### config.mk
export PLATFORM = sky130hd
export DESIGN_NAME = ima_front
export DESIGN_NICKNAME = d
export VERILOG_FILES = /design/src/design/integer_matrix_alu_core_assert.svh /design/src/design/ima_pkg.sv /design/src/design/ima_front.sv
export SDC_FILE = /design/constraint.sdc
export NUM_CORES = 1
export LEC_CHECK = 0
export ABC_AREA = 1
export BUFFER_PORTS_ARGS = -buffer_cell sky130_fd_sc_hd__buf_2
export CAP_MARGIN = 5
export CELL_PAD_IN_SITES_DETAIL_PLACEMENT = 1
export CELL_PAD_IN_SITES_GLOBAL_PLACEMENT = 1
export CORE_UTILIZATION = 17
export DETAILED_ROUTE_END_ITERATION = 8
export PLACE_DENSITY_LB_ADDON = 0.08
export SYNTH_ARGS = -nofsm -noshare
export SYNTH_HDL_FRONTEND = slang
export SYNTH_SLANG_ARGS = --single-unit
### constraint.sdc
create_clock -name vclk -period 1.6
set_input_delay 0.16 -clock vclk [all_inputs]
set_output_delay 0.16 -clock vclk [all_outputs]
set_load 0.05 [all_outputs]
### src/design/integer_matrix_alu_core_assert.svh
// Assertion macros shared by the integer matrix ALU modules.
`ifndef INTEGER_MATRIX_ALU_CORE_ASSERT_SVH
`define INTEGER_MATRIX_ALU_CORE_ASSERT_SVH

// Check a property at every rising clock edge outside reset.
`define IMA_ASSERT(lbl, prop, msg) \
    lbl: assert property (@(posedge clk) disable iff (!rst_n) prop) \
        else $error(msg);

// Check that a condition in one cycle leads to a property in the next.
`define IMA_ASSERT_NEXT(lbl, cond, prop, msg) \
    lbl: assert property (@(posedge clk) disable iff (!rst_n) (cond) |=> (prop)) \
        else $error(msg);

`endif

### src/design/ima_pkg.sv
// Shared constants, codes and types of the integer matrix ALU.
package ima_pkg;

    // Matrix store geometry.
    localparam int MAX_DIM   = 16;
    localparam int IDX_W     = $clog2(MAX_DIM);
    localparam int ADDR_W    = 2 * IDX_W;
    localparam int MEM_DEPTH = MAX_DIM * MAX_DIM;
    localparam int DATA_W    = 32;

    // Configuration field widths and values.
    localparam int OP_W  = 2;
    localparam int DIM_W = 5;
    localparam logic [DIM_W-1:0] DIM_LIMIT = DIM_W'(MAX_DIM);
    localparam logic [DIM_W-1:0] DIM_RESET = DIM_W'(16);

    // APB port geometry.
    localparam int PADDR_W = 4;
    localparam int PDATA_W = 32;
    localparam int REG_IDX_W = 2;

    // Register indexes.
    localparam logic [REG_IDX_W-1:0] REG_OPERATION = 2'd0;
    localparam logic [REG_IDX_W-1:0] REG_ROW_COUNT = 2'd1;
    localparam logic [REG_IDX_W-1:0] REG_COL_COUNT = 2'd2;

    // Command codes of an input item.
    localparam logic [1:0] CMD_WR_A    = 2'd0;
    localparam logic [1:0] CMD_WR_B    = 2'd1;
    localparam logic [1:0] CMD_COMPUTE = 2'd2;

    // Operation codes.
    localparam logic [OP_W-1:0] OP_ADD = 2'd0;
    localparam logic [OP_W-1:0] OP_SUB = 2'd1;
    localparam logic [OP_W-1:0] OP_MUL = 2'd2;

    // Queue geometry.
    localparam int QUEUE_DEPTH = 2;
    localparam int QPTR_W      = $clog2(QUEUE_DEPTH);
    localparam int QCNT_W      = $clog2(QUEUE_DEPTH + 1);

    // Work classes decided by the front end.
    typedef enum logic [2:0] {
        KIND_WR_A,
        KIND_WR_B,
        KIND_ADD,
        KIND_SUB,
        KIND_MUL,
        KIND_ZERO
    } kind_t;

    // One queued item.
    typedef struct packed {
        kind_t             kind;
        logic [IDX_W-1:0]  row;
        logic [IDX_W-1:0]  col;
        logic [DATA_W-1:0] value;
        logic              in_range;
    } entry_t;

    // Active configuration with sizes clamped to the store.
    typedef struct packed {
        logic [OP_W-1:0]  op;
        logic [DIM_W-1:0] rows;
        logic [DIM_W-1:0] cols;
    } dims_t;

    // Back end sequencer states.
    typedef enum logic [1:0] {
        ST_IDLE,
        ST_ISSUE,
        ST_DRAIN,
        ST_DONE
    } state_t;

endpackage

### src/design/ima_front.sv
// Front end: accepts input items and classifies them for the back end.
module ima_front (
    input  logic                        item_valid,
    output logic                        item_ready,
    input  logic [1:0]                  cmd,
    input  logic [ima_pkg::IDX_W-1:0]   row,
    input  logic [ima_pkg::IDX_W-1:0]   col,
    input  logic [ima_pkg::DATA_W-1:0]  value,
    input  ima_pkg::dims_t              dims,
    input  logic                        q_full,
    output logic                        q_push,
    output ima_pkg::entry_t             q_entry
);

    logic                  pos_ok;
    logic                  cmd_known;
    ima_pkg::kind_t        kind;
    logic [ima_pkg::DIM_W-1:0] row_ext;
    logic [ima_pkg::DIM_W-1:0] col_ext;

    // Position check against the clamped sizes.
    assign row_ext = {{(ima_pkg::DIM_W - ima_pkg::IDX_W){1'b0}}, row};
    assign col_ext = {{(ima_pkg::DIM_W - ima_pkg::IDX_W){1'b0}}, col};
    assign pos_ok  = (row_ext < dims.rows) && (col_ext < dims.cols);

    // Classify the item; unknown commands are taken and dropped.
    always_comb
    begin
        cmd_known = 1'b1;
        kind      = ima_pkg::KIND_ZERO;
        unique case (cmd)
            ima_pkg::CMD_WR_A: kind = ima_pkg::KIND_WR_A;
            ima_pkg::CMD_WR_B: kind = ima_pkg::KIND_WR_B;
            ima_pkg::CMD_COMPUTE:
            begin
                if (pos_ok)
                begin
                    unique case (dims.op)
                        ima_pkg::OP_ADD: kind = ima_pkg::KIND_ADD;
                        ima_pkg::OP_SUB: kind = ima_pkg::KIND_SUB;
                        ima_pkg::OP_MUL: kind = ima_pkg::KIND_MUL;
                        default:         kind = ima_pkg::KIND_ZERO;
                    endcase
                end
            end
            default: cmd_known = 1'b0;
        endcase
    end

    // Hand the classified item to the queue.
    assign item_ready       = !q_full;
    assign q_push           = item_valid && !q_full && cmd_known;
    assign q_entry.kind     = kind;
    assign q_entry.row      = row;
    assign q_entry.col      = col;
    assign q_entry.value    = value;
    assign q_entry.in_range = pos_ok;

endmodule

==> results.json <==
{
  "initial_core_util_pct": 17.9,
  "crit_slowest_cell": "ha_1",
  "grt_pass1_wl_mm": 1.40,
  "fmax_ghz": 0.674,
  "rows": 21,
  "setup_viol": 0,
  "syn_inst": 100,
  "ys_types": 11,
  "path_max_fanout": 3,
  "crit_top_cell": "nand2_1",
  "crit_type": "primary input to primary output",
  "fin_ws_ns": 0.117,
  "dp_cells": 143,
  "leakage_nw": 0.392,
  "antenna_found_initial": 0,
  "finalHoldViolCount": 0,
  "critical_path.top_delay_family": "simple AND/OR/NAND/NOR gates",
  "grt.total_usage_pct": 4.55,
  "dp_hpwl_mm": 1.03,
  "dieArea_um2": 3820,
  "syn-cell-area_um2": 608,
  "firstDrtPassIters": 4,
  "tightest_slew_ns": 0.255,
  "fin_crit_ns": 1.48,
  "synth_area_leader_cell": "buf_4",
  "syn_avg_cell_area_um2": 6.08,
  "worstSetupStartpointType": "primary input",
  "power_density_nw_per_um2": 372,
  "worstHoldPathCells": 0,
  "synth.top_cell.area_share_pct": 50.6,
  "fin_area_um2": 561,
  "synth-seq-area-share_pct": 0,
  "drtAntennaViolNets": 0,
  "grt_pass1_vias": 375,
  "final_core_util_pct": 16.5,
  "ir_drop_mv": 0.0611,
  "crit_buf_inv": 3,
  "io_pins": 102,
  "max-cap-violations": 0,
  "period_share_pct": 92.7,
  "ys.warnings.count": 0,
  "yosysMostFrequentCell": "buf_4",
  "status": "completed",
  "antenna_cells": 0,
  "tns_ns": 0,
  "fin_cells": 143,
  "max_stage_delay_ns": 0.30,
  "end_kind": "primary output",
  "core_area_um2": 3390,
  "drc": 0,
  "drive_above_1_share_pct": 45.4,
  "cp_num_cells": 11,
  "wl_per_cell_um": 7.55,
  "syn-num-nets": 162,
  "port_buffers": 38,
  "die_y_um": 61.8,
  "placed_area_um2": 551,
  "first_iter_violations": 3,
  "num-clock-buffers": 0,
  "timing.slew.headroom_pct": 83.1,
  "hold_path.class": "primary input to primary output",
  "cp.required_ns": 1.44,
  "drv_slew": 0,
  "final_nets": 161,
  "place_ws_ns": 0.0469,
  "seq_cell_count": 0,
  "routed_wl_mm": 1.08,
  "dieWidth_um": 61.8,
  "route.vias.total": 471,
  "ff_latch_area_um2": 0,
  "gp_congestion": 0.597,
  "synth_common_cells": "buf_4, inv_1, nand2_1, nor2_1, ha_1",
  "syn2layout_area_growth_pct": -7.82,
  "gr-total-overflow": 0,
  "grt_start_max_net_pins": 4,
  "arrival_ns": 1.32,
  "cp_cell_sequence": "buf_2 -> ha_1 -> nand2_1 -> inv_1 -> nand2_1 -> nor2_1 -> nor2_2 -> nand3_1 -> nand2_1 -> nand2_1 -> clkbuf_4",
  "viasPerCell": 3.29,
  "yosys-top-cells-area": "buf_4, ha_1, inv_1"
}
-- per-layer routing --
| layer | track usage [%] | routed length, um |
|---|---|---|
| met1 | 5.30 | 416 |
| met3 | 0.828 | 146 |
| met2 | 8.76 | 517 |
| met5 | 0 | 0 |
| met4 | 0.635 | 0 |
-- power breakdown --
| part | internal, mW | switching (mW) | leakage, nW |
|---|---|---|---|
| Sequential | 0 | 0 | 0 |
| Combinational | 0.0693 | 0.139 | 0.392 |
| Clock | 0 | 0 | 0 |
-- kinds of logic after synthesis --
| family | Yosys count | share of synthesized area [%] |
|---|---|---|
| buffers and inverters | 61 | 63.0 |
| AND/OR/NAND/NOR | 33 | 24.7 |
| adder cells (fa/ha/maj) | 6 | 12.3 |
-- worst paths after layout --
| kind | from | endpoint |
|---|---|---|
| worst min-delay path | value[10] | q_entry[11] |
| worst max-delay path | col[2] | q_entry[41] |
-- stage by stage --
step / hold slack (ns) / power, mW
floorplan: 0.487 / 0.378
global placement: 0.320 / 0.208
detailed placement: 0.320 / 0.208
CTS: 0.320 / 0.208
global route: 0.320 / 0.232
finish: 0.320 / 0.208
-- what timing repair did --
action,in CTS,in global routing
hold buffers,0,0
setup endpoints to repair,0,3
gates resized for setup,0,6
setup buffers,0,0
-- cells in the final DEF (no fill, tap or decap) --
master and count:
inv_1 20, nor2_2 3, clkbuf_4 2, nand2_1 19, nor2_1 6, ha_1 6, buf_2 34, nand3_2 1
nand4_1 1, nand3_1 1, nor2_4 1, and2_2 1, buf_4 2
-- cell type report --
class,instances,area (um^2)
fillers,449,2830
inverters,20,75.1
repair buffers,38,200
well taps,46,57.6
multi-input cells,39,228
(Power assumes the default switching activity.)
