`src/design/integer_matrix_alu_core_assert.svh`:
```
// Assertion macros shared by the integer matrix ALU modules.
`ifndef INTEGER_MATRIX_ALU_CORE_ASSERT_SVH
`define INTEGER_MATRIX_ALU_CORE_ASSERT_SVH

// Check a property at every rising clock edge outside reset.
`define IMA_ASSERT(lbl, prop, msg) \
    lbl: assert property (@(posedge clk) disable iff (!rst_n) prop) \
        else $error(msg);

// Check that a condition in one cycle leads to a property in the next.
`define IMA_ASSERT_NEXT(lbl, cond, prop, msg) \
    lbl: assert property (@(posedge clk) disable iff (!rst_n) (cond) |=> (prop)) \
        else $error(msg);

`endif

```
`src/design/ima_pkg.sv`:
```
// Shared constants, codes and types of the integer matrix ALU.
package ima_pkg;

    // Matrix store geometry.
    localparam int MAX_DIM   = 16;
    localparam int IDX_W     = $clog2(MAX_DIM);
    localparam int ADDR_W    = 2 * IDX_W;
    localparam int MEM_DEPTH = MAX_DIM * MAX_DIM;
    localparam int DATA_W    = 32;

    // Configuration field widths and values.
    localparam int OP_W  = 2;
    localparam int DIM_W = 5;
    localparam logic [DIM_W-1:0] DIM_LIMIT = DIM_W'(MAX_DIM);
    localparam logic [DIM_W-1:0] DIM_RESET = DIM_W'(16);

    // APB port geometry.
    localparam int PADDR_W = 4;
    localparam int PDATA_W = 32;
    localparam int REG_IDX_W = 2;

    // Register indexes.
    localparam logic [REG_IDX_W-1:0] REG_OPERATION = 2'd0;
    localparam logic [REG_IDX_W-1:0] REG_ROW_COUNT = 2'd1;
    localparam logic [REG_IDX_W-1:0] REG_COL_COUNT = 2'd2;

    // Command codes of an input item.
    localparam logic [1:0] CMD_WR_A    = 2'd0;
    localparam logic [1:0] CMD_WR_B    = 2'd1;
    localparam logic [1:0] CMD_COMPUTE = 2'd2;

    // Operation codes.
    localparam logic [OP_W-1:0] OP_ADD = 2'd0;
    localparam logic [OP_W-1:0] OP_SUB = 2'd1;
    localparam logic [OP_W-1:0] OP_MUL = 2'd2;

    // Queue geometry.
    localparam int QUEUE_DEPTH = 2;
    localparam int QPTR_W      = $clog2(QUEUE_DEPTH);
    localparam int QCNT_W      = $clog2(QUEUE_DEPTH + 1);

    // Work classes decided by the front end.
    typedef enum logic [2:0] {
        KIND_WR_A,
        KIND_WR_B,
        KIND_ADD,
        KIND_SUB,
        KIND_MUL,
        KIND_ZERO
    } kind_t;

    // One queued item.
    typedef struct packed {
        kind_t             kind;
        logic [IDX_W-1:0]  row;
        logic [IDX_W-1:0]  col;
        logic [DATA_W-1:0] value;
        logic              in_range;
    } entry_t;

    // Active configuration with sizes clamped to the store.
    typedef struct packed {
        logic [OP_W-1:0]  op;
        logic [DIM_W-1:0] rows;
        logic [DIM_W-1:0] cols;
    } dims_t;

    // Back end sequencer states.
    typedef enum logic [1:0] {
        ST_IDLE,
        ST_ISSUE,
        ST_DRAIN,
        ST_DONE
    } state_t;

endpackage

```
`src/design/ima_queue.sv`:
```
// Short queue of classified items between the front and back ends.
`include "integer_matrix_alu_core_assert.svh"

module ima_queue (
    input  logic            clk,
    input  logic            rst_n,
    input  logic            push,
    input  ima_pkg::entry_t entry_in,
    output logic            full,
    output logic            valid,
    output ima_pkg::entry_t entry_out,
    input  logic            pop
);

    ima_pkg::entry_t                entries_reg [ima_pkg::QUEUE_DEPTH];
    logic [ima_pkg::QPTR_W-1:0]     wr_ptr_reg;
    logic [ima_pkg::QPTR_W-1:0]     rd_ptr_reg;
    logic [ima_pkg::QCNT_W-1:0]     count_reg;
    logic [ima_pkg::QCNT_W-1:0]     count_next;

    // Status toward both sides.
    assign full      = (count_reg == ima_pkg::QCNT_W'(ima_pkg::QUEUE_DEPTH));
    assign valid     = (count_reg != '0);
    assign entry_out = entries_reg[rd_ptr_reg];

    // Entry storage.
    always_ff @(posedge clk)
    begin
        if (push)
        begin
            entries_reg[wr_ptr_reg] <= entry_in;
        end
    end

    // Occupancy after this cycle's push and pop.
    always_comb
    begin
        count_next = count_reg;
        if (push && !pop)
        begin
            count_next = count_reg + 1'b1;
        end
        else if (pop && !push)
        begin
            count_next = count_reg - 1'b1;
        end
    end

    // Pointers and fill count.
    always_ff @(posedge clk or negedge rst_n)
    begin
        if (!rst_n)
        begin
            wr_ptr_reg <= '0;
            rd_ptr_reg <= '0;
            count_reg  <= '0;
        end
        else
        begin
            if (push)
            begin
                wr_ptr_reg <= wr_ptr_reg + 1'b1;
            end
            if (pop)
            begin
                rd_ptr_reg <= rd_ptr_reg + 1'b1;
            end
            count_reg <= count_next;
        end
    end

    `IMA_ASSERT(q_no_overflow, push |-> !full, "Item pushed into a full queue.")
    `IMA_ASSERT(q_no_underflow, pop |-> valid, "Item popped from an empty queue.")
    `IMA_ASSERT(q_empty_ptrs, (count_reg == '0) |-> (wr_ptr_reg == rd_ptr_reg), "Queue pointers differ while empty.")

endmodule

```
`config.mk`:
```
export PLATFORM = sky130hd
export DESIGN_NAME = ima_queue
export DESIGN_NICKNAME = d
export VERILOG_FILES = /design/src/design/ima_pkg.sv /design/src/design/ima_queue.sv
export VERILOG_INCLUDE_DIRS = /design/src /design/src/design
export SDC_FILE = /design/constraint.sdc
export NUM_CORES = 1
export LEC_CHECK = 0
export BUFFER_PORTS_ARGS = -buffer_cell sky130_fd_sc_hd__buf_2
export CELL_PAD_IN_SITES_DETAIL_PLACEMENT = 1
export CELL_PAD_IN_SITES_GLOBAL_PLACEMENT = 1
export CORE_AREA = 2 2 104 86
export DETAILED_ROUTE_END_ITERATION = 10
export DIE_AREA = 0 0 106 88
export GPL_ROUTABILITY_DRIVEN = 0
export PLACE_DENSITY = 0.8
export SLEW_MARGIN = 25
export SYNTH_ARGS = -nofsm -noshare
export SYNTH_HDL_FRONTEND = slang
export SYNTH_SLANG_ARGS = --single-unit
export TNS_END_PERCENT = 20
```
`constraint.sdc`:
```
create_clock -name clk -period 3.6 [get_ports clk]
set_clock_uncertainty 0.1 [all_clocks]
set_input_delay 0.36 -clock clk [delete_from_list [all_inputs] [get_ports clk]]
set_output_delay 0.36 -clock clk [all_outputs]
set_load 0.05 [all_outputs]
```
==> impl_results.md, run 1 <==
- Status: complete, no violations
- Post-synthesis adder-cell area fraction: 0.351%
- XOR/XNOR Fraction of Synth Area: 1.23%
- Leak Pwr: ~0.0017 uW
- Mapped Nets: slightly above 200
- Row count: 30
- Starting Density: 43.0%
- Worst EP required: 3.14 ns
- Power density cells: about 900 nW/um^2
- Largest net degree at the start of global routing: 45
- Drt wl/cell: about 17 um
- Post-CTS setup buffers: 0
- Via density: 4.72
- R2R setup slack: 1.74 ns
- Die area: between 9000 and 10000 um^2
- Area Growth Syn to Fin: 21.2%
- H-tree Lvls: 3
- Tmin final: 2.43 ns
- Clk root buf: clkbuf_8
- TritonCTS Sinks: 92
- Most frequent cells in the layout: buf_2, edfxtp_1, mux2_4
- Mapped cell area: 3560 um^2
- Synth Warn #: 0
- Crit Path Max Fanout: 17
- Type of element capturing the critical path: primary output
- CP arrival: roughly 2.0 ns
- Logic pwr share: between 40% and 50%
- Internal power: 2290 uW
- Pwr Total: 3920 uW
- Tightest Pin Transition: 0.861 ns
- Area contributors post-synth: edfxtp_1, mux2_4, dfrtp_1
- Count of final max-slew check failures: 0
- Core outline area: 8300 um^2
- Number of nets in the layout: between 300 and 400
- Yosys top cell by area: edfxtp_1
- CP Launch Type: register
- Total wire length: 6.41 mm
- Fin Setup TNS: 0 ns
- Max FFs per register: 88
- Clock Tree Buf Depth: 2
- R2R Path End: entries_reg[0][34]
- Clock power frac: 17.0%
- Max incr delay on CP: 0.64 ns
- Hold_ws: 0.0856 ns
- Commonest non-fill, non-tap cell in the layout: buf_2
- Seq/Total Area, Yosys: 76.9%
- Hold endpoint: entries_reg[0][26]
- Share of cells above drive strength 1: 60.7%
- IR drop worst, VDD: around 0.43 mV
- Post-synth top area share: between 70 and 80%
- Cell count after synthesis: 153
- Ant diodes: 0
- GR Overflow Total: 0
- CTS tree: done
- Yosys cell types: 14
- CP max-delay cell: dfrtp_2
- Max capacitance violation total: 0
- Placed cell areas: between 4000 and 5000 um^2
- Complex-gate fraction of the synthesized area: 0%
- Setup Crit Path Kind: reg2out
- GRT Total Usage: approximately 15%
- Worst r2r src: wr_ptr_reg
- Post-Synth Simple-Gate Area: 0.807%
- Clk_lat worst skew: around 0.35 ns
- Average size of a mapped cell: 23.3 um^2
- IO buf count: 93
- Vias in the first global route: 1875
- Multiplexer share of the synthesized area: between 10% and 20%
- CP Launch Point: rd_ptr_reg
- HP Class: in2reg
- Setup Viol. Count Final: 0
- First-pass GRT wire length: 9.86 mm
- Rel. slew slack: 42.5%
- Depth of the worst register-to-register path: 2
- Net Sw Frac: 41.5%
- Tcrit/Tclk final: 67.4%
- CTS buffer count: 9
- Finished Cell Area: approximately 4300 um^2
- Largest family of logic cells by synthesized area: multiplexers
- Setup slack after layout: 1.17 ns
- Reg clk slew, reported paths: 0.09 ns
- Sequential share of power: 39.1%
- Die H: 88 um
- Initial antenna violation count: 0
- Via count: 1766
- Setup WS pre-CTS: 1.55 ns
- Routed Antenna Nets: 0
- First-pass iteration count of the detailed router: 4
- Worst-path cell chain: buf_4 > mux2_4 > buf_2
- Peak Freq: approximately 400 MHz
- Hold Crit Start: entry_in[26]
- Die Span X: ~110 um
- Hold Vio Cnt, Final: 0
- DR iter-0 viols: about 70
- Top Ports: 94
- Number of remaining DRC errors: 0
- Register bit total from synthesis: 92
- Net Sw Power: 1630 uW
- Worst hold path depth: 1
- RSZ-0062 raised after global routing: false
==> worst max-delay path by stage <==
stage | depth (start not counted) | slack, ns | to
5_1_grt | 3 | 1.08 | entry_out[14]
4_1_cts | 3 | 1.14 | entry_out[20]
3_5_place_dp | 3 | 1.55 | entry_out[4]
6_report | 3 | 1.17 | entry_out[20]
3_3_place_gp | 3 | 1.58 | entry_out[7]
2_1_floorplan | 1 | 0.68 | entries_reg[0][0]
==> power by group through the flow <==
stage | clock, uW | sequential [uW] | combinational [uW]
floorplan | 0 | 1500 | 1530
CTS | 686 | 1530 | 1740
finish | 664 | 1530 | 1720
global route | 721 | 1550 | 1790
global placement | 0 | 1540 | 1720
detailed placement | 0 | 1560 | 1740
==> synthesized netlist by cell type, drive strengths merged <==
| cell | instances |
|---|---|
| xnor2 | 1 |
| xor2 | 4 |
| dfrtp | 4 |
| and2 | 1 |
| nor2 | 1 |
| nor2b | 2 |
| or2 | 1 |
| ha | 1 |
| mux2 | 44 |
| inv | 1 |
| edfxtp | 88 |
| buf | 5 |
==> cells by family (layout without fill, tap and decap cells) <==
group | Yosys count | count (layout)
DFF | 92 | 92
muxes | 44 | 44
buffers and inverters | 6 | 115
xor gates and xnor gates | 5 | 5
and+or+nand+nor | 5 | 5
adders and majority gates | 1 | 1
==> timing repair <==
| action | 4_1_cts | 5_1_grt |
|---|---|---|
| gates resized for setup | 0 | 0 |
| hold buffers | 1 | 0 |
| endpoints found under the hold margin | 4 | 0 |
==> worst max-delay path: cells and delay by family (launching register included) <==
family,cells,cell delay [ns]
buffers and inverters,2,0.61
DFF,1,0.64
muxes,1,0.34
==> layout make-up <==
type                            instances  area (um^2)
Clock buffer                            9          124
Sequential cell                        92         2740
Multi-Input combinational cell         55          737
Clock inverter                          7         67.6
Tap cell                              112          140
Timing Repair Buffer                   98          505
Fill cell                             809         3970
Inverter                                1         3.75
==> stage by stage <==
step,utilization (%),instances
2_1_floorplan,-,153
3_3_place_gp,49.7,357
3_5_place_dp,49.7,357
4_1_cts,52.1,374
5_1_grt,52.1,374
6_report,52.1,374
==> per-layer routing <==
layer / up-vias / wire length (um) / GRT usage [%]
li1: 802 / - / -
met1: 878 / 2800 / 17.6
met2: 74 / 3020 / 23.8
met3: 12 / 470 / 5.36
met4: 0 / 108 / 6.10
met5: - / 0 / 0
No activity file was read; power rests on OpenSTA's default activity.
==> run 2, diff against run 1 <==
Clock period 3.6 ns to 2.25 ns, I/O delays scaled along.
==> run 2 against run 1 <==
  * Global-route usage up 2.0 points
  * Clock power up 54%
  * Register-to-register slack worse by 1.0 ns
  * Die area unchanged
  * Critical path depth unchanged
  * Critical endpoint is now entry_out[16]
  * Largest cell class unchanged
  * Largest power group unchanged
  * Highest routed layer unchanged
==> impl_results.md, run 2 (same netlist as run 1, synthesis figures left out) <==
- Status: complete, no violations
- DR iter-0 viols: 113
- Max incr delay on CP: 0.66 ns
- Rel. slew slack: a little under two thirds
- Max capacitance violation total: 0
- HP Class: in2reg
- Filler cell count: around 760
- Crit path buffers/inverters: 2
- Pwr Total: 6420 uW
- Fin Setup TNS: 0 ns
- Fin cells: 421
- Most frequent cells in the layout: buf_2, edfxtp_1, dlygate4sd3_1
- Placed cells: 360
- CP Launch Point: rd_ptr_reg
- Worst-path cell chain: buf_4 > mux2_4 > buf_2
- Setup Viol. Count Final: 0
- Tmin final: approximately 2.1 ns
- Drt wl/cell: 17.3 um
- Row count: 30
- Clock Tree Buf Depth: 2
- Crit Path Max Fanout: 19
- Hold Crit Start: push
- Hpwl dp: about 4.5 mm
- CP max-delay cell: dfrtp_4
- Clk_lat worst skew: approximately 0.34 ns
- Vias in the first global route: 2193
- Die area: 9330 um^2
- Commonest non-fill, non-tap cell in the layout: buf_2
- Peak Freq: 474 MHz
- Ant diodes: 0
- Worst EP required: roughly 1.9 ns
- Area Growth Syn to Fin: 35.8%
- CTS tree: done
- CP Launch Type: register
- Number of nets in the layout: 354
- Type of element capturing the critical path: primary output
- Setup Crit Path Kind: reg2out
- TritonCTS Sinks: 92
- Hold_ws: 0.0414 ns
- Share of cells above drive strength 1: 51.5%
- Via count: between 1500 and 2000
- Setup slack after layout: 0.139 ns
- Largest net degree at the start of global routing: 20
- IR drop worst, VDD: 0.816 mV
- Initial antenna violation count: 0
- Core outline area: 8300 um^2
- Via density: 4.64
- Reg clk slew, reported paths: approximately 0.090 ns
- GRT Total Usage: 16.5%
- Clk root buf: clkbuf_8
- CP arrival: roughly 1.8 ns
- RSZ-0062 raised after global routing: false
- Multi-input logic area: 736 um^2
- Leak Pwr: a little under 0.002 uW
- H-tree Lvls: 3
- Die Span X: 106 um
- Largest delay contributor family on the critical path: flip-flops
- First-pass GRT wire length: 11.4 mm
- Max FFs per register: 88
- Storage cell area: 2750 um^2
- Number of remaining DRC errors: 0
- Starting Density: 43.0%
- CTS buffer count: 9
- Tcrit/Tclk final: between 90% and 100%
- Hold Vio Cnt, Final: 0
- Die H: 88 um
- Total wire length: 7.28 mm
- Tightest Pin Transition: 0.539 ns
- Power density cells: 1330 nW/um^2
- Worst r2r src: wr_ptr_reg
- First-pass iteration count of the detailed router: 4
- Routed Antenna Nets: 0
- Count of final max-slew check failures: 0
- IO buf count: 93
- GR Overflow Total: 0
- Top Ports: 94
- Setup WS pre-CTS: 0.369 ns
[run 2: changes by cell type in the layout (fill, tap and decap cells not counted), sizes merged]
| cell | previous run | this run |
|---|---|---|
| buf | 97 | 100 |
| clkbuf | 9 | 12 |
| clkinvlp | 4 | 0 |
| dlygate4sd3 | 1 | 46 |
[run 2: final timing paths]
check,slack [ns],depth (start not counted),end
min reg2reg,0.42,1,count_reg[1]
max,0.14,3,entry_out[16]
min,0.04,2,wr_ptr_reg
max reg2reg,0.74,2,entries_reg[0][43]
max in group asynchronous,1.80,2,rd_ptr_reg
min in group asynchronous,0.11,2,rd_ptr_reg
[run 2: area by class of cell]
class	count	share of cell area (%)
clock buffer	12	2.79
clock inverter	3	0.801
inverter	1	0.0775
multi-input combinational	55	15.2
sequential	92	56.7
tap	112	2.89
timing repair buffer	146	21.5
[run 2: layer usage]
metal  GRT usage [%]  share of wire, %  vias to the layer above
li1                -                 -                      895
met1            20.4                42                      963
met2            28.6                50                       89
met3            4.99               7.3                        8
met4            5.02               1.0                        0
met5               0                 0                        -
[run 2: power by group]
| group | internal, uW | leakage (uW) | switching (uW) |
|---|---|---|---|
| Clock | 504 | 0.0000879 | 513 |
| Sequential | 2280 | 0.000872 | 203 |
| Combinational | 1030 | 0.00100 | 1900 |
[run 2: what timing repair did]
item	4_1_cts	5_1_grt
setup buffers	0	0
hold endpoints to repair	93	0
endpoints found under the setup margin	13	0
hold buffers	46	0
resized for setup	1	0
[run 2: worst reg2reg max path, cell delays in order, from the launching register on]
cell and delay [ns]:
dfrtp_1 0.43, nor2b_4 0.47, buf_12 0.23
[run 2: stage by stage]
step                util, %  area, um^2
finish                 58.4        4840
global route           58.4        4840
CTS                    58.4        4840
detailed placement     50.7        4200
global placement       50.7        4200
floorplan                 -        3570
